File: config.mk
export PLATFORM = sky130hd
export DESIGN_NAME = ctc_greedy_argmax_decoder_top
export DESIGN_NICKNAME = d
export VERILOG_FILES = /design/src/sv/ctcg_pkg.sv /design/src/sv/ctcg_div.sv /design/src/sv/ctc_greedy_argmax_decoder_top.sv
export SDC_FILE = /design/constraint.sdc
export NUM_CORES = 1
export LEC_CHECK = 0
export ABC_AREA = 0
export BUFFER_PORTS_ARGS = -buffer_cell sky130_fd_sc_hd__buf_2
export CAP_MARGIN = 20
export CORE_ASPECT_RATIO = 0.6
export CORE_MARGIN = 3
export CORE_UTILIZATION = 31
export DETAILED_ROUTE_END_ITERATION = 7
export GPL_TIMING_DRIVEN = 0
export HOLD_SLACK_MARGIN = 0.05
export SLEW_MARGIN = 30
export SYNTH_ARGS = -nofsm -noshare
export SYNTH_HDL_FRONTEND = slang
export SYNTH_SLANG_ARGS = --single-unit
File: constraint.sdc
create_clock -name i_clk -period 8.9 [get_ports i_clk]
set_clock_uncertainty 0.1 [all_clocks]
set_input_delay 0.89 -clock i_clk [delete_from_list [all_inputs] [get_ports i_clk]]
set_output_delay 0.89 -clock i_clk [all_outputs]
set_load 0.02 [all_outputs]
File: src/sv/ctcg_pkg.sv
// ----------------------------------------------------------------------------
// ctcg_pkg
// Shared types and constants for the CTC greedy argmax decoder.
// ----------------------------------------------------------------------------
package ctcg_pkg;

    localparam int SCORE_W  = 16;   // Q4.12 score
    localparam int IDX_W    = 13;   // class index
    localparam int CFG_W    = 14;   // config register width
    localparam int CNT_W    = 10;   // token counter
    localparam int SUM_W    = 25;   // running score sum
    localparam int DIV_W    = 26;   // divider dividend / quotient
    localparam int DEN_W    = 11;   // divider divisor
    localparam int DCNT_W   = 5;    // divider step counter
    localparam int TDATA_W  = 40;   // output tdata, byte padded

    localparam logic [CFG_W-1:0] MAX_CLASSES = 14'd8192;
    localparam logic [CNT_W-1:0] MAX_STEPS   = 10'd512;
    localparam logic [CFG_W-1:0] CFG_RESET   = 14'd8192;

    localparam logic [DCNT_W-1:0] DIV_STEPS = 5'd26;

    localparam logic [SCORE_W-1:0] SCORE_POS_MAX = 16'h7FFF;
    localparam logic [SCORE_W-1:0] SCORE_NEG_MAX = 16'h8000;

    // config register indexes
    localparam logic CFG_CLASS_COUNT = 1'b0;
    localparam logic CFG_LABEL_COUNT = 1'b1;

    // result kinds (tuser)
    localparam logic KIND_TOKEN   = 1'b0;
    localparam logic KIND_SUMMARY = 1'b1;

    typedef enum logic [1:0] {
        ST_IDLE,
        ST_DIV,
        ST_SUMMARY
    } t_state;

    typedef struct packed {
        logic             start;
        logic [DIV_W-1:0] num;
        logic [DEN_W-1:0] den;
    } t_div_req;

endpackage

File: src/sv/ctcg_div.sv
// ----------------------------------------------------------------------------
// ctcg_div
// Restoring unsigned divider, one quotient bit per cycle.
// ----------------------------------------------------------------------------
module ctcg_div
    import ctcg_pkg::*;
(
    input  logic             i_clk,
    input  logic             i_rst_n,
    input  t_div_req         i_req,
    output logic             o_done,
    output logic [DIV_W-1:0] o_quot
);

    logic [DEN_W-1:0]  r_rem, n_rem;
    logic [DIV_W-1:0]  r_quo, n_quo;
    logic [DEN_W-1:0]  r_den, n_den;
    logic [DCNT_W-1:0] r_cnt, n_cnt;
    logic              r_busy, n_busy;
    logic              r_done, n_done;

    logic [DEN_W:0] w_shift;
    logic [DEN_W:0] w_diff;
    logic           w_ge;

    assign w_shift = {r_rem, r_quo[DIV_W-1]};
    assign w_diff  = w_shift - {1'b0, r_den};
    assign w_ge    = (w_shift >= {1'b0, r_den});

    always_comb begin
        n_rem  = r_rem;
        n_quo  = r_quo;
        n_den  = r_den;
        n_cnt  = r_cnt;
        n_busy = r_busy;
        n_done = 1'b0;
        if (i_req.start) begin
            n_rem  = '0;
            n_quo  = i_req.num;
            n_den  = i_req.den;
            n_cnt  = DIV_STEPS;
            n_busy = 1'b1;
        end else if (r_busy) begin
            n_rem = w_ge ? w_diff[DEN_W-1:0] : w_shift[DEN_W-1:0];
            n_quo = {r_quo[DIV_W-2:0], w_ge};
            n_cnt = r_cnt - 1'b1;
            if (r_cnt == 1) begin
                n_busy = 1'b0;
                n_done = 1'b1;
            end
        end
    end

    always_ff @(posedge i_clk) begin
        if (!i_rst_n) begin
            r_cnt  <= '0;
            r_busy <= 1'b0;
            r_done <= 1'b0;
        end else begin
            r_cnt  <= n_cnt;
            r_busy <= n_busy;
            r_done <= n_done;
        end
        r_rem <= n_rem;
        r_quo <= n_quo;
        r_den <= n_den;
    end

    assign o_done = r_done;
    assign o_quot = r_quo;

endmodule

File: src/sv/ctc_greedy_argmax_decoder_top.sv
// ----------------------------------------------------------------------------
// ctc_greedy_argmax_decoder_top
// CTC greedy (best path) decoder over a stream of Q4.12 class scores.
// ----------------------------------------------------------------------------
// Scores come in one per beat, row by row, class_count beats per time step;
// tlast marks the final score of the sequence (and ends a partial row).
// Each row keeps a running argmax (ties keep the lower index). At row end
// the best index is collapsed against the previous row: a new, non-blank
// index below label_count leaves as a token beat carrying its score and the
// running token count. After the final row a summary beat carries the
// rounded mean of the token scores (0 if none). Score beats are taken back
// to back while the output is free. A sequence-ending beat with tokens
// starts the divider, one quotient bit per cycle; the input is not ready
// while it runs and the summary is handed off. A single output register
// holds each result; a new beat is taken in the same cycle the held result
// drains. Configuration writes belong between sequences.
// ----------------------------------------------------------------------------
module ctc_greedy_argmax_decoder_top
    import ctcg_pkg::*;
(
    input  logic               i_clk,
    input  logic               i_rst_n,
    // config write port
    input  logic               i_cfg_we,
    input  logic               i_cfg_index,
    input  logic [CFG_W-1:0]   i_cfg_data,
    // score input stream
    input  logic               i_s_axis_tvalid,
    output logic               o_s_axis_tready,
    input  logic [SCORE_W-1:0] i_s_axis_tdata,   // [15:0] class_score
    input  logic               i_s_axis_tlast,   // seq_end
    // result output stream
    output logic               o_m_axis_tvalid,
    input  logic               i_m_axis_tready,
    output logic [TDATA_W-1:0] o_m_axis_tdata,   // [12:0] label_index,
                                                 // [28:13] mean_score,
                                                 // [38:29] token_count, [39] 0
    output logic               o_m_axis_tuser,   // result_kind
    output logic               o_m_axis_tlast    // last
);

    // configuration
    logic [CFG_W-1:0] r_class_count;
    logic [CFG_W-1:0] r_label_count;

    // sequence / row state
    t_state                    r_state, n_state;
    logic signed [SCORE_W-1:0] r_row_max;
    logic [IDX_W-1:0]          r_row_best;
    logic [IDX_W-1:0]          r_pos;
    logic [IDX_W-1:0]          r_prev;
    logic                      r_have_prev;
    logic signed [SUM_W-1:0]   r_sum;
    logic [CNT_W-1:0]          r_tok;
    logic                      r_neg;

    // output register
    logic               r_o_valid;
    logic               r_o_kind;
    logic [IDX_W-1:0]   r_o_label;
    logic [SCORE_W-1:0] r_o_score;
    logic [CNT_W-1:0]   r_o_count;
    logic               r_o_last;

    // sequencer outputs
    logic w_slot_free;
    logic w_accept;
    logic w_load_sum;

    // beat datapath
    logic signed [SCORE_W-1:0] w_score;
    logic [CFG_W-1:0]          w_eff_count;
    logic                      w_take;
    logic signed [SCORE_W-1:0] w_cur_max;
    logic [IDX_W-1:0]          w_cur_best;
    logic [CFG_W-1:0]          w_pos_inc;
    logic                      w_row_done;
    logic                      w_emit;
    logic                      w_add;
    logic [CNT_W-1:0]          w_tok_new;
    logic signed [SUM_W-1:0]   w_sum_new;
    logic [SUM_W-1:0]          w_mag;

    // divider
    t_div_req         w_div_req;
    logic             w_div_done;
    logic [DIV_W-1:0] w_quot;
    logic [SCORE_W-1:0] w_mean;

    assign w_slot_free = !r_o_valid || i_m_axis_tready;

    // ---- sequencer: next state ----
    always_comb begin
        n_state = r_state;
        case (r_state)
            ST_IDLE: begin
                if (w_accept && i_s_axis_tlast) begin
                    n_state = (w_tok_new != '0) ? ST_DIV : ST_SUMMARY;
                end
            end
            ST_DIV: begin
                if (w_div_done) begin
                    n_state = ST_SUMMARY;
                end
            end
            ST_SUMMARY: begin
                if (w_slot_free) begin
                    n_state = ST_IDLE;
                end
            end
            default: n_state = ST_IDLE;
        endcase
    end

    // ---- sequencer: outputs ----
    always_comb begin
        o_s_axis_tready = 1'b0;
        w_load_sum      = 1'b0;
        case (r_state)
            ST_IDLE:    o_s_axis_tready = w_slot_free;
            ST_DIV:     o_s_axis_tready = 1'b0;
            ST_SUMMARY: w_load_sum      = w_slot_free;
            default:    o_s_axis_tready = 1'b0;
        endcase
    end

    assign w_accept = i_s_axis_tvalid && o_s_axis_tready;

    // ---- per-beat argmax and collapse ----
    assign w_score = i_s_axis_tdata;

    always_comb begin
        if (r_class_count == '0) begin
            w_eff_count = CFG_W'(1);
        end else if (r_class_count > MAX_CLASSES) begin
            w_eff_count = MAX_CLASSES;
        end else begin
            w_eff_count = r_class_count;
        end
    end

    assign w_take     = (r_pos == '0) || (w_score > r_row_max);
    assign w_cur_max  = w_take ? w_score : r_row_max;
    assign w_cur_best = w_take ? r_pos : r_row_best;
    assign w_pos_inc  = {1'b0, r_pos} + 1'b1;
    assign w_row_done = i_s_axis_tlast || (w_pos_inc >= w_eff_count);

    assign w_emit = w_row_done
                 && (!r_have_prev || (w_cur_best != r_prev))
                 && (w_cur_best != '0)
                 && ({1'b0, w_cur_best} < r_label_count);
    assign w_add  = w_emit && (r_tok < MAX_STEPS);

    assign w_tok_new = w_add ? (r_tok + 1'b1) : r_tok;
    assign w_sum_new = w_add ? (r_sum + SUM_W'(w_cur_max)) : r_sum;
    assign w_mag     = w_sum_new[SUM_W-1] ? (-w_sum_new) : w_sum_new;

    // dividend 2*|sum| + n over 2*n gives round-half-away
    assign w_div_req.start = w_accept && i_s_axis_tlast && (w_tok_new != '0);
    assign w_div_req.num   = {w_mag, 1'b0} + DIV_W'(w_tok_new);
    assign w_div_req.den   = {w_tok_new, 1'b0};

    ctcg_div u_div (
        .i_clk   (i_clk),
        .i_rst_n (i_rst_n),
        .i_req   (w_div_req),
        .o_done  (w_div_done),
        .o_quot  (w_quot)
    );

    // signed saturation of the quotient
    always_comb begin
        if (r_tok == '0) begin
            w_mean = '0;
        end else if (r_neg) begin
            w_mean = (w_quot > DIV_W'(32768)) ? SCORE_NEG_MAX : (-w_quot[SCORE_W-1:0]);
        end else begin
            w_mean = (w_quot > DIV_W'(32767)) ? SCORE_POS_MAX : w_quot[SCORE_W-1:0];
        end
    end

    // ---- state registers ----
    always_ff @(posedge i_clk) begin
        if (!i_rst_n) begin
            r_state       <= ST_IDLE;
            r_class_count <= CFG_RESET;
            r_label_count <= CFG_RESET;
            r_row_max     <= '0;
            r_row_best    <= '0;
            r_pos         <= '0;
            r_prev        <= '0;
            r_have_prev   <= 1'b0;
            r_sum         <= '0;
            r_tok         <= '0;
            r_o_valid     <= 1'b0;
        end else begin
            r_state <= n_state;

            if (i_cfg_we) begin
                case (i_cfg_index)
                    CFG_CLASS_COUNT: r_class_count <= i_cfg_data;
                    CFG_LABEL_COUNT: r_label_count <= i_cfg_data;
                    default:         r_class_count <= r_class_count;
                endcase
            end

            if (w_accept) begin
                r_row_max  <= w_cur_max;
                r_row_best <= w_cur_best;
                r_sum      <= w_sum_new;
                r_tok      <= w_tok_new;
                if (w_row_done) begin
                    r_pos <= '0;
                end else begin
                    r_pos <= w_pos_inc[IDX_W-1:0];
                end
                if (i_s_axis_tlast) begin
                    r_prev      <= '0;
                    r_have_prev <= 1'b0;
                end else if (w_row_done) begin
                    r_prev      <= w_cur_best;
                    r_have_prev <= 1'b1;
                end
            end else if (w_load_sum) begin
                r_sum <= '0;
                r_tok <= '0;
            end

            if ((w_accept && w_emit) || w_load_sum) begin
                r_o_valid <= 1'b1;
            end else if (i_m_axis_tready) begin
                r_o_valid <= 1'b0;
            end
        end
    end

    // ---- payload registers ----
    always_ff @(posedge i_clk) begin
        if (w_accept) begin
            r_neg <= w_sum_new[SUM_W-1];
        end
        if (w_accept && w_emit) begin
            r_o_kind  <= KIND_TOKEN;
            r_o_label <= w_cur_best;
            r_o_score <= w_cur_max;
            r_o_count <= w_tok_new;
            r_o_last  <= !i_s_axis_tlast;
        end else if (w_load_sum) begin
            r_o_kind  <= KIND_SUMMARY;
            r_o_label <= '0;
            r_o_score <= w_mean;
            r_o_count <= r_tok;
            r_o_last  <= 1'b1;
        end
    end

    assign o_m_axis_tvalid = r_o_valid;
    assign o_m_axis_tdata  = {1'b0, r_o_count, r_o_score, r_o_label};
    assign o_m_axis_tuser  = r_o_kind;
    assign o_m_axis_tlast  = r_o_last;

endmodule

==> results by stage, run 1 <==
Route:
- After detailed routing, the number of remaining DRC violations is 0.
- The via total after detailed routing is 14.3k.
- In the routed layout, each cell is associated on average with a via count of 5.51.
- The average detailed-routed wire length per instance is 20.3 um.
- The first-pass detailed-route iteration total is 5.
- The detail route stage leaves a number of antenna-violating nets equal to 0.
- The DRC violation total after the first TritonRoute iteration is 1651.
- The routed wire length is 52.6 mm.

Clocking:
- In this run the clock root is driven by a clkbuf_16.
- In this run the number of H-tree levels came out at 1.
- The clock latency at the later pin of the worst-skew pair is 0.56 ns.
- Clock-pin slew was measured on the worst setup and hold paths at 0.06 ns.
- The TritonCTS clock tree is yes.
- The number of clock buffers added by TritonCTS is 26.
- In this run the deepest clock path goes through 3 buffers.
- Counting every sink on the clock net gives 218.

Logic synthesis:
- The xor and xnor area share after synthesis is 7.64%.
- The synthesized design devotes to its leading area cell type 18.4% of total area.
- The synthesized netlist occupies a cell area of 0.0153 mm^2.
- The most frequent cell after synthesis is nand2_1.
- In the synthesized netlist, the cells that appear most often are 205 x nand2_1, 141 x dfxtp_1, 141 x nor2_1.
- The flip-flop and latch count after synthesis is 218.
- The most used flip-flop cell after synthesis is dfxtp_1.
- The portion of the post-synthesis area used by sequential elements is 33.5%.
- The post-synth net total is 1917.
- The biggest area contributor in the post-synthesis netlist is dfxtp_1.
- After Yosys synthesis, full adders, half adders and majority gates account for 7.73% of the synthesized area.
- The average instance in the mapped netlist occupies 8.56 um^2.
- By area, the combinational part of the netlist is dominated by simple AND/OR/NAND/NOR gates.
- Sorting the synthesized cells by area gives the leading types as dfxtp_1 18%, edfxtp_1 15%, ha_1 7.3%.
- The number of distinct library cells after synthesis is 106.
- After synthesis, the share of cell area in mux cells is 4.11%.
- The cell count after synthesis came out at 1788.
- Summing the areas of all compound-gate instances in the mapped netlist gives 20.4% of the synthesized area.
- The simple-gate share of the synthesized area is 21.6%.
- In this run, synthesis inferred 77 flip-flops with an integrated enable.
- Counting flops with an async set or reset pin after synthesis yields a share of 0%.
- The count of synthesis-stage warnings from yosys is 0.

Timing:
- The number of endpoints with negative hold slack in the final report came to 0.
- The number of endpoints failing setup at the final stage is 0.
- Hold timing on the final database bottoms out at a slack of 0.370 ns.
- The fraction of the cycle the final worst path needs is 96.8%.
- The maximum operating frequency is 116 MHz.
- For the pin with the worst max-slew slack, the measured transition is 0.946 ns.
- The number of pins with negative max-slew slack in the final report is 0.
- The total negative setup slack is 0 ns.
- The final critical-path required period is 8.61 ns.
- In this run the tightest slew margin relative to its limit is 36.7%.

Final layout:
- The multi-input combinational cells in the finished layout cover a total of 0.00996 mm^2.
- Measured on the finished design, the core utilization comes to 37.9%.
- The net count of the finished layout is 2058.
- The repair_antennas step left the layout with diodes totalling 0.
- The total area of sequential cells is 0.00514 mm^2.
- The growth of design area from synthesis to finish is 19.7%.
- After filler insertion, the fill cell instance count of the layout stands at 4826.
- After routing the design area is 0.0183 mm^2.
- Cells with a size suffix above 1 make up 16.0% of the layout.

Floorplanning:
- The die area is 0.0522 mm^2.
- The count of standard-cell rows is 62.
- The horizontal extent of the die is 293 um.
- The count of pins on the block boundary is 81.
- In this run the vertical extent of the chip is 178 um.
- The initial standard-cell utilization of the core is 31.7%.
- The area of the core region is 0.0483 mm^2.

Setup path:
- The worst reg-to-reg path cell count is 39.
- The setup slack of the worst register-to-register path is 0.31 ns.
- The destination of the worst register-to-register timing path is u_div.o_quot[18].
- For this run, the slowest stage of the critical path takes 0.37 ns.
- The category of the most critical setup path is input port to register.
- The worst setup path is launched from an input port.
- The cell with the biggest individual delay on the critical path is a211o_4.
- The required time of the worst setup path is 9.12 ns.
- The worst register-to-register path begins at r_row_max[15].
- The arrival time of the worst setup path is 8.83 ns.
- The worst setup path is captured at a register.
- The peak fanout along the critical path is 10.

Min path:
- In this run the worst hold path is classified as register to register.
- For hold timing, the worst endpoint is r_label_count[4].
- The startpoint of the worst hold path is r_label_count[4].
- The worst hold path was traced through 2 stages.

GRT:
- The sum of overflow across all layers after global routing is 0.
- The number of global-route vias before repair was 13.2k.
- The initial antenna violation count is 2.
- Global routing used 19.4% of the available tracks across all layers.
- Entering global routing, the biggest net connects 42 pins.
- The global-route wire length before repair is 78.5 mm.

Power and ir drop:
- VDD sags by at most 0.141 mV.
- The sum of internal, switching and leakage power is 3170 uW.
- Dividing total power by cell area gives a power density of 173 mW/mm^2.
- The static power due to leakage is 0.00738 uW.

Placement:
- At the end of routability-driven placement, the weighted congestion stood at 0.952.
- The HPWL reported at the end of detailed placement is 40.3 mm.
- The number of buffer cells added on primary ports is 77.
- The placed cell area is 0.0165 mm^2.

Run:
- Max-cap violations in this run came to 0.

Outcome:
- The run finished with clean final reports.
==> placed cells by master (no fill, tap or decap), types with 11 or more instances in the layout <==
master | Yosys | layout
o2111ai_1 | 14 | 13
mux2i_4 | 2 | 11
nor2b_1 | 50 | 50
inv_1 | 102 | 101
a21o_1 | 26 | 26
clkbuf_16 | 0 | 29
xor2_1 | 63 | 62
nand2_1 | 205 | 204
nand3_1 | 40 | 39
mux2i_1 | 33 | 21
o21ai_0 | 87 | 82
nor2_1 | 141 | 139
buf_2 | 9 | 83
nor4_1 | 26 | 23
edfxtp_1 | 77 | 77
nand2b_1 | 17 | 16
ha_1 | 89 | 77
o21a_1 | 13 | 13
dfxtp_1 | 141 | 140
clkbuf_1 | 73 | 67
and3_1 | 18 | 18
nand4_1 | 15 | 15
xnor2_1 | 66 | 65
a31oi_1 | 13 | 12
o31ai_1 | 13 | 13
a21boi_0 | 32 | 32
o211a_1 | 30 | 30
buf_4 | 4 | 43
a22oi_1 | 21 | 20
or3_1 | 19 | 19
and2_1 | 32 | 32
a21oi_1 | 86 | 75
nor3_1 | 42 | 40
==> layout make-up <==
class | count | share of cell area [%]
plain buffers | 90 | 2.33
clock buffers | 33 | 4.20
clock inverters | 15 | 0.914
inverters | 104 | 2.13
multi-input cells | 1374 | 54.3
flip-flops and latches | 218 | 28.0
well taps | 640 | 4.37
repair buffers | 115 | 3.73
==> worst max path at each step <==
stage / from / end / slack (ns) / depth (start not counted)
detailed placement: i_s_axis_tdata[13] / u_div.o_quot[18] / -2.60 / 37
global route: r_row_max[15] / u_div.o_quot[18] / -0.08 / 39
floorplan: i_s_axis_tdata[13] / u_div.o_quot[18] / 0.12 / 39
CTS: i_s_axis_tdata[9] / u_div.o_quot[24] / 0.04 / 43
finish: i_s_axis_tdata[14] / u_div.o_quot[18] / 0.29 / 39
global placement: i_s_axis_tdata[14] / u_div.o_quot[18] / -2.42 / 37
==> repair_timing <==
action                                  CTS  global route
endpoints found under the setup margin   24            17
hold buffers                              0             0
gates cloned                              0             0
buffers inserted                         13            25
resized for setup                        59            61
pin swaps                                13            22
==> per-layer routing <==
metal	vias up	global-route usage, %	share of wire, %
li1	6696	-	-
met1	6795	28.9	47
met2	665	26.6	39
met3	98	6.13	11
met4	4	4.80	2.3
met5	-	0	0.051
==> through the flow <==
stage	worst slack (ns)	cells
2_1_floorplan	0.121	1788
3_3_place_gp	-2.42	2505
3_5_place_dp	-2.60	2505
4_1_cts	0.0369	2566
5_1_grt	-0.0811	2589
6_report	0.287	2589
==> kinds of logic (layout without fill, tap and decap cells) <==
| kind of cell | count (synthesis) | in the layout |
|---|---|---|
| AND/OR/NAND/NOR | 656 | 656 |
| flip-flops | 218 | 218 |
| XOR/XNOR | 131 | 131 |
| adder cells (fa/ha/maj) | 93 | 93 |
| multiplexers | 57 | 57 |
| AO/OA/AOI/OAI | 436 | 436 |
| other | 1 | 1 |
| buffers and inverters | 196 | 357 |
==> power by group <==
group	switching, uW	internal [uW]	total [uW]
combinational	512	320	832
sequential	63.0	1110	1170
clock	464	702	1170
total	1040	2130	3170
==> state kept, by name, indices dropped and copies added, names as in the netlist, 2 cells and up <==
signal and flops:
r_o_label 13, r_pos 13, r_row_best 13, u_div.r_rem 11, r_prev 13, r_sum 25
r_o_score 16, r_label_count 14, r_o_count 10, u_div.r_cnt 5, r_tok 10, r_state 2
r_row_max 16, r_class_count 14, u_div.o_quot 26, u_div.r_den 10
==> worst max-delay path, delay by kind of cell <==
family / cells / cell delay [ns]
adder cells (fa/ha/maj): 3 / 0.91
AO/OA/AOI/OAI: 19 / 3.86
AND/OR/NAND/NOR: 5 / 1.01
multiplexers: 2 / 0.59
XOR/XNOR: 3 / 0.51
buffers and inverters: 7 / 1.01
No activity file was read; power rests on OpenSTA's default activity.
==> inputs of run 2 (changes only) <==
CORE_ASPECT_RATIO = not set   (was 0.6)
==> run 2 against run 1 <==
Effect of this change: sequential share of layout area rose by 0.14 points; clock power shrank 5%; combinational power fell by 3.2%; hold slack lost 0.0040 ns; register-to-register slack lost 0.03 ns; non-clock buffer count up 3; fmax fell by 0.50%; die area shrank 0.17%; power down 2.7%; largest cell class unchanged; routed wire length down 6.9%; flip-flop and latch count stayed put; cell area decreased by 0.53%.
==> results by stage, run 2 (synthesis gave the netlist of run 1 again) <==
Floorplanning:
- The count of pins on the block boundary was 81 (unchanged).
- The initial standard-cell utilization of the core is 31.7% (about the same).
- The chip height is 228 um (was 178 um).
- The area of the core region is 0.0482 mm^2 (was 0.0483 mm^2).
- The die area was 0.0521 mm^2 (was 0.0522 mm^2).
- The horizontal extent of the die is 228 um (was 293 um).
- The count of standard-cell rows is 80 (was 62).

Final layout:
- The cell area after layout is 0.0182 mm^2 (was 0.0183 mm^2).
- The total area of multi-input combinational cells came to 0.00985 mm^2 (was 0.00996 mm^2).
- The share of final-layout standard cells stronger than drive strength 1 is 15.6% (was 16.0%).
- The most common library cell in the layout ignoring fill and taps is nand2_1 (unchanged).
- The utilization after layout is 37.8% (was 37.9%).
- The total of fill cells in the finished design is 5006 (was 4826).
- The flip-flop count of the largest register after layout was 26 (unchanged).
- The total area of sequential cells is 0.00513 mm^2 (was 0.00514 mm^2).
- Most frequent cells in the layout: 204 x nand2_1, 141 x dfxtp_1, 137 x nor2_1 (was 204 x nand2_1, 140 x dfxtp_1, 139 x nor2_1).
- The growth of design area from synthesis to finish is 19.1% (was 19.7%).
- The net total in the final layout is 2061 (was 2058).

Power and ir drop:
- The relative contribution of the clock network to total power is 36.0% (was 36.8%).
- The static power due to leakage is 0.00740 uW (was 0.00738 uW).
- The part of the total power dissipated in sequential elements was 37.9% (was 37.0%).
- The internal power consumption was 2080 uW (was 2130 uW).
- The worst voltage drop across the vdd grid is 0.131 mV (was 0.141 mV).
- The part of the power in combinational logic was 26.1% (was 26.2%).
- The net switching fraction of the power is 32.5% (was 32.8%).
- The total net switching power is 1000 uW (was 1040 uW).
- The sum of internal, switching and leakage power is 3080 uW (was 3170 uW).
- The ratio of total power to cell area is 169 mW/mm^2 (was 173 mW/mm^2).

Timing:
- The number of endpoints failing setup at the final stage is 0 (unchanged).
- The worst setup margin is 0.243 ns (was 0.287 ns).
- The number of endpoints with negative hold slack in the final report is 0 (unchanged).
- The final critical-path required period is 8.66 ns (was 8.61 ns).
- The worst hold slack after final layout is 0.366 ns (was 0.370 ns).
- The headroom to the max-slew limit is 37.6% (was 36.7%).
- The number of pins with negative max-slew slack in the final report was 0 (unchanged).
- The maximum operating frequency was 116 MHz (about the same).
- The measured slew at the worst slew-check pin is 0.932 ns (was 0.946 ns).
- The fraction of the cycle the final worst path needs was 97.3% (was 96.8%).

Route:
- The via total after detailed routing is 13.8k (was 14.3k).
- The routed wire length is 49.0 mm (was 52.6 mm).
- The first-pass detailed-route iteration total is 7 (was 5).
- The DRC violation total after the first TritonRoute iteration is 1104 (was 1651).
- The post-route antenna net violation count is 0 (unchanged).
- The final routed DRC violation total is 0 (unchanged).
- The number of vias per cell after detailed routing came to 5.27 (was 5.51).
- The average detailed-routed wire length per instance came to 18.7 um (was 20.3 um).

Clocking:
- The number of buffers added to fix hold violations after cts was 0 (unchanged).
- The register clock-pin slew on the reported worst setup and hold paths is 0.06 ns (about the same).
- The deepest clock path buffer count came to 3 (unchanged).
- The cell at the root of the clock tree is clkbuf_16 (unchanged).
- The TritonCTS clock tree is yes (unchanged).
- The H-tree depth was 1 (unchanged).
- The clock sink count is 218 (unchanged).
- The clock buffer count from CTS is 26 (unchanged).
- The clock latency at the later pin of the worst-skew pair was 0.56 ns (about the same).

Setup path:
- The source of the worst register-to-register timing path is r_row_max[15] (unchanged).
- The worst reg-to-reg path cell count is 44 (was 39).
- The top cell family by delay on the critical path is compound AO/OA/AOI/OAI gates (unchanged).
- The sort of element at the start of the critical path is an input port (unchanged).
- The delay contributed by the slowest stage of the critical path is 0.44 ns (was 0.37 ns).
- The destination of the worst register-to-register timing path was u_div.o_quot[18] (unchanged).
- The cell with the biggest individual delay on the critical path is a2111oi_4 (was a211o_4).
- The capturing element type of the critical path is a register (unchanged).
- The arrival time of the worst setup path is 8.86 ns (was 8.83 ns).
- The peak fanout along the critical path is 10 (unchanged).
- The required time of the worst setup path is 9.10 ns (was 9.12 ns).
- The number of buffers and inverters on the critical path is 10 (was 7).
- The category of the most critical setup path is input port to register (unchanged).
- The setup slack of the worst register-to-register path was 0.28 ns (was 0.31 ns).

GRT:
- The global-route wire length before repair is 73.8 mm (was 78.5 mm).
- The met1 layer usage reported by global route is 23.6% (was 28.9%).
- The met3 track utilization from global routing is 2.79% (was 6.13%).
- The initial antenna violation count was 3 (was 2).
- The number of global-route vias before repair came to 13.0k (was 13.2k).
- The sum of overflow across all layers after global routing is 0 (unchanged).
- The global routing usage summed across all routing layers was 17.6% (was 19.4%).
- The busiest layer in global routing is met2 (was met1).
- The largest net degree at the start of global routing was 27 (was 42).
- The routing usage on met2 was 28.6% (was 26.6%).

Placement:
- The number of buffer cells added on primary ports is 77 (unchanged).
- The HPWL reported at the end of detailed placement is 36.9 mm (was 40.3 mm).
- The final weighted congestion in routability-driven placement came to 0.915 (was 0.952).
- The pre-CTS setup slack is -2.32 ns (was -2.60 ns).
- The placed cell area is 0.0166 mm^2 (was 0.0165 mm^2).

Min path:
- The startpoint of the worst hold path is r_label_count[11] (was r_label_count[4]).
- The count of cells along the worst hold path was 2 (unchanged).
- The worst hold path class is register to register (unchanged).
- The end point of the worst hold path is r_label_count[11] (was r_label_count[4]).

Run:
- The number of maximum-capacitance constraint violations is 0 (unchanged).

Outcome:
- Outcome: completed (unchanged).
==> run 2: worst max-delay path by stage <==
stage / from / endpoint / slack (ns) / depth (start not counted)
after floorplan: i_s_axis_tdata[13] / u_div.o_quot[18] / 0.12 / 39
after global placement: i_s_axis_tdata[15] / u_div.o_quot[21] / -2.08 / 41
after detailed placement: i_s_axis_tdata[15] / u_div.o_quot[21] / -2.32 / 41
after CTS: i_s_axis_tdata[9] / u_div.o_quot[18] / 0.001 / 40
after global routing: i_s_axis_tdata[14] / u_div.o_quot[21] / -0.11 / 42
final: i_s_axis_tdata[14] / u_div.o_quot[18] / 0.24 / 44
==> run 2: tightest hold or removal path, delay by kind of cell, from the launching register on <==
kind,cells,cell delay (ns)
AOI/OAI and AO/OA,1,0.06
and+or+nand+nor,1,0.05
DFF,1,0.31
==> run 2: through the flow <==
step | instances | setup TNS [ns]
floorplan | 1788 | 0
detailed placement | 2522 | -39.15
CTS | 2578 | 0
finish | 2612 | 0
global placement | 2521 | -51.15
global route | 2609 | -0.560
==> run 2: power groups by stage <==
stage                     clock, uW  sequential (uW)  combinational [uW]
final                          1110             1170                 805
after global routing           1170             1180                 884
after CTS                      1130             1160                 765
after detailed placement          0             1180                 743
after global placement            0             1180                 726
after floorplan                   0             1190                 531
==> run 2: routing by layer <==
layer / up-vias / routed length [um]
li1: 6719 / -
met1: 6574 / 22200
met2: 364 / 22300
met3: 97 / 2580
met4: 2 / 1820
met5: - / 20
==> run 2: layout make-up <==
| class | instances | area share (%) |
|---|---|---|
| multi-input cells | 1374 | 54.0 |
| flip-flops and latches | 218 | 28.2 |
| clock buffers | 42 | 4.69 |
| well taps | 656 | 4.50 |
| repair buffers | 118 | 3.89 |
| plain buffers | 90 | 2.35 |
| inverters | 104 | 2.15 |
| clock inverters | 6 | 0.185 |
| diodes | 4 | 0.0549 |
==> run 2: repair_timing <==
| item | in CTS | in global routing |
|---|---|---|
| pin swaps | 7 | 23 |
| setup buffers | 8 | 32 |
| setup endpoints to repair | 21 | 17 |
| resized for setup | 46 | 59 |
==> inputs of run 3 (changes only) <==
--- a/config.mk
+++ b/config.mk
@@ -15,2 +15,3 @@
 export HOLD_SLACK_MARGIN = 0.05
+export PLACE_DENSITY = 0.53
 export SLEW_MARGIN = 30
==> constraint.sdc (replaced) <==
create_clock -name i_clk -period 8.9 [get_ports i_clk]
set_clock_uncertainty 0.1 [all_clocks]
set_input_delay 1.335 -clock i_clk [delete_from_list [all_inputs] [get_ports i_clk]]
set_output_delay 1.335 -clock i_clk [all_outputs]
set_load 0.02 [all_outputs]
==> run 3 against run 2 <==
Effect of this change: core utilization up 1.2 points; first-iteration DRC count down 12%; die area unchanged; via count down 0.11%; register-to-register slack better by 0.22 ns.
==> results by stage, run 3 (synthesis gave the netlist of run 1 again) <==
Power and ir drop:
- The worst voltage drop across the vdd grid is 0.186 mV (was 0.131 mV).
- The internal power consumption is 2230 uW (was 2080 uW).
- The part of the total power dissipated in sequential elements is 35.8% (was 37.9%).
- The ratio of total power to cell area is 174 mW/mm^2 (was 169 mW/mm^2).
- The part of the power in combinational logic is 25.7% (was 26.1%).
- The net switching fraction of the power was 31.8% (was 32.5%).
- The total net switching power is 1040 uW (was 1000 uW).
- The static power due to leakage is 0.00760 uW (was 0.00740 uW).
- The relative contribution of the clock network to total power is 38.6% (was 36.0%).

Setup path:
- The capturing element type of the critical path is a register (unchanged).
- The cell with the biggest individual delay on the critical path is a32oi_4 (was a2111oi_4).
- The library cell appearing most often on the critical path is a21oi_2.
- The category of the most critical setup path is input port to register (unchanged).
- The arrival time of the worst setup path was 9.04 ns (was 8.86 ns).
- The capturing element of the worst setup path is u_div.o_quot[18] (unchanged).
- The destination of the worst register-to-register timing path is u_div.o_quot[18] (unchanged).
- The sort of element at the start of the critical path is an input port (unchanged).
- The delay contributed by the slowest stage of the critical path is 0.39 ns (was 0.44 ns).
- The source of the worst register-to-register timing path was r_row_max[15] (unchanged).
- The required time of the worst setup path is 9.10 ns (about the same).
- The setup slack of the worst register-to-register path is 0.50 ns (was 0.28 ns).
- The first element of the critical path is i_s_axis_tdata[11] (was i_s_axis_tdata[14]).
- The peak fanout along the critical path was 7 (was 10).
- The worst reg-to-reg path cell count is 40 (was 44).

GRT:
- The number of global-route vias before repair came to 13.3k (was 13.0k).
- The global routing usage summed across all routing layers came to 18.3% (was 17.6%).
- The largest net degree at the start of global routing is 29 (was 27).
- The global-route wire length before repair is 76.4 mm (was 73.8 mm).
- The initial antenna violation count came to 3 (unchanged).
- The sum of overflow across all layers after global routing came to 0 (unchanged).

Run:
- The number of maximum-capacitance constraint violations came to 0 (unchanged).

Clocking:
- The register clock-pin slew on the reported worst setup and hold paths is 0.06 ns (about the same).
- The cell at the root of the clock tree is clkbuf_16 (unchanged).
- The deepest clock path buffer count came to 3 (unchanged).
- The clock latency at the later pin of the worst-skew pair is 0.57 ns (was 0.56 ns).
- The H-tree depth was 1 (unchanged).
- The clock sink count is 218 (unchanged).
- The TritonCTS clock tree is yes (unchanged).
- The clock buffer count from CTS is 27 (was 26).

Floorplanning:
- The chip height came to 228 um (unchanged).
- The count of standard-cell rows came to 80 (unchanged).
- The horizontal extent of the die came to 228 um (unchanged).
- The count of pins on the block boundary is 81 (unchanged).
- The initial standard-cell utilization of the core came to 31.7% (unchanged).
- The die area was 0.0521 mm^2 (unchanged).
- The area of the core region is 0.0482 mm^2 (unchanged).

Final layout:
- The share of final-layout standard cells stronger than drive strength 1 is 17.8% (was 15.6%).
- The number of cells in the finished layout apart from fillers was 2627 (was 2612).
- The growth of design area from synthesis to finish was 23.0% (was 19.1%).
- The net total in the final layout came to 2079 (was 2061).
- The flip-flop count of the largest register after layout is 26 (unchanged).
- Most frequent cells in the layout: 197 x nand2_1, 141 x dfxtp_1, 139 x nor2_1 (was 204 x nand2_1, 141 x dfxtp_1, 137 x nor2_1).
- The utilization after layout is 39.0% (was 37.8%).
- The diode insertion count for antenna repair was 0 (was 4).
- The total of fill cells in the finished design is 4940 (was 5006).
- The most common library cell in the layout ignoring fill and taps is nand2_1 (unchanged).

Timing:
- The maximum operating frequency is 113 MHz (was 116 MHz).
- The headroom to the max-slew limit came to 37.1% (was 37.6%).
- The number of pins with negative max-slew slack in the final report is 0 (unchanged).
- The number of endpoints with negative hold slack in the final report was 0 (unchanged).
- Setup repair after global routing could not meet its margin everywhere.
- The worst hold slack after final layout is 0.364 ns (was 0.366 ns).
- The worst setup margin came to 0.0629 ns (was 0.243 ns).
- The fraction of the cycle the final worst path needs was 99.3% (was 97.3%).
- The number of endpoints failing setup at the final stage is 0 (unchanged).
- The final critical-path required period is 8.84 ns (was 8.66 ns).
- The measured slew at the worst slew-check pin was 0.944 ns (was 0.932 ns).

Min path:
- The worst hold path class is register to register (unchanged).
- The count of cells along the worst hold path is 2 (unchanged).

Route:
- The first-pass detailed-route iteration total came to 5 (was 7).
- The post-route antenna net violation count is 0 (unchanged).
- The DRC violation total after the first TritonRoute iteration is 971 (was 1104).
- The number of vias per cell after detailed routing was 5.23 (was 5.27).
- The final routed DRC violation total is 0 (unchanged).
- The average detailed-routed wire length per instance is 19.0 um (was 18.7 um).
- The via total after detailed routing is 13.7k (was 13.8k).
- The routed wire length is 49.8 mm (was 49.0 mm).

Placement:
- The pre-CTS setup slack is -2.09 ns (was -2.32 ns).
- The count of placed standard cells including taps is 2522 (unchanged).
- The number of buffer cells added on primary ports is 77 (unchanged).
- The HPWL reported at the end of detailed placement was 37.6 mm (was 36.9 mm).
- The final weighted congestion in routability-driven placement is 0.902 (was 0.915).

Outcome:
- Outcome: completed (unchanged).
==> run 3: cell count changes in the layout (fill, tap and decap cells not counted), moves of 4 or more <==
cell,before,now
inv_2,1,6
clkbuf_16,29,33
buf_2,84,79
nand2_1,204,197
ha_1,84,78
buf_4,44,57
nand2_2,1,7
diode_2,4,0
inv_1,102,97
ha_4,3,9
==> run 3: final cells by class <==
type                    count  area (um^2)  area share [%]
clock buffers              40          891            4.73
multi-input cells        1374        10100            53.6
well taps                 656          821            4.36
flip-flops and latches    218         5130            27.3
clock inverters            10          136           0.724
inverters                 104          393            2.09
plain buffers              88          439            2.33
repair buffers            137          916            4.86
==> run 3: power groups by stage <==
stage	sequential [uW]	combinational (uW)	clock, uW
after floorplan	1190	537	0
after global placement	1190	735	0
after detailed placement	1190	752	0
after CTS	1170	796	1280
after global routing	1180	924	1320
final	1170	839	1260
==> run 3: worst max-delay path: cells and delay by family <==
| kind | cells | cell delay, ns |
|---|---|---|
| AO/OA/AOI/OAI | 20 | 4.19 |
| XOR/XNOR | 3 | 0.46 |
| adder cells (fa/ha/maj) | 3 | 0.95 |
| buffers and inverters | 8 | 0.89 |
| multiplexers | 2 | 0.58 |
| AND/OR/NAND/NOR | 4 | 0.61 |
==> run 3: per-layer routing <==
layer | up-vias | wire length, um | track usage [%] | share of wire [%]
met4 | 0 | 1740 | 5.90 | 3.5
li1 | 6731 | - | - | -
met5 | - | 0 | 0 | 0
met3 | 81 | 2940 | 3.19 | 5.9
met1 | 6555 | 22700 | 24.8 | 46
met2 | 374 | 22400 | 29.6 | 45
==> run 3: worst min-delay path by stage <==
stage                                 start           endpoint  slack (ns)
final                     r_label_count[10]  r_label_count[10]        0.36
after global routing      r_label_count[10]  r_label_count[10]        0.40
after CTS                 r_label_count[10]  r_label_count[10]        0.37
after detailed placement  r_label_count[10]  r_label_count[10]        0.36
after global placement       o_m_axis_tuser     o_m_axis_tuser        0.35
after floorplan           r_label_count[10]  r_label_count[10]        0.34
==> run 3: what timing repair did <==
action	CTS	global route
endpoints found under the setup margin	22	16
hold buffers	0	0
endpoints found under the hold margin	0	0
cloned	1	0
pin swaps	27	54
resized for setup	69	67
buffers inserted	28	30
==> run 3: stage by stage <==
stage / instance area, um^2 / setup TNS [ns] / total power [uW]
detailed placement: 16600 / -36.57 / 1940
global route: 18800 / -0.611 / 3420
global placement: 16600 / -63.80 / 1920
CTS: 18300 / 0 / 3250
floorplan: 15400 / 0 / 1720
finish: 18800 / 0 / 3270
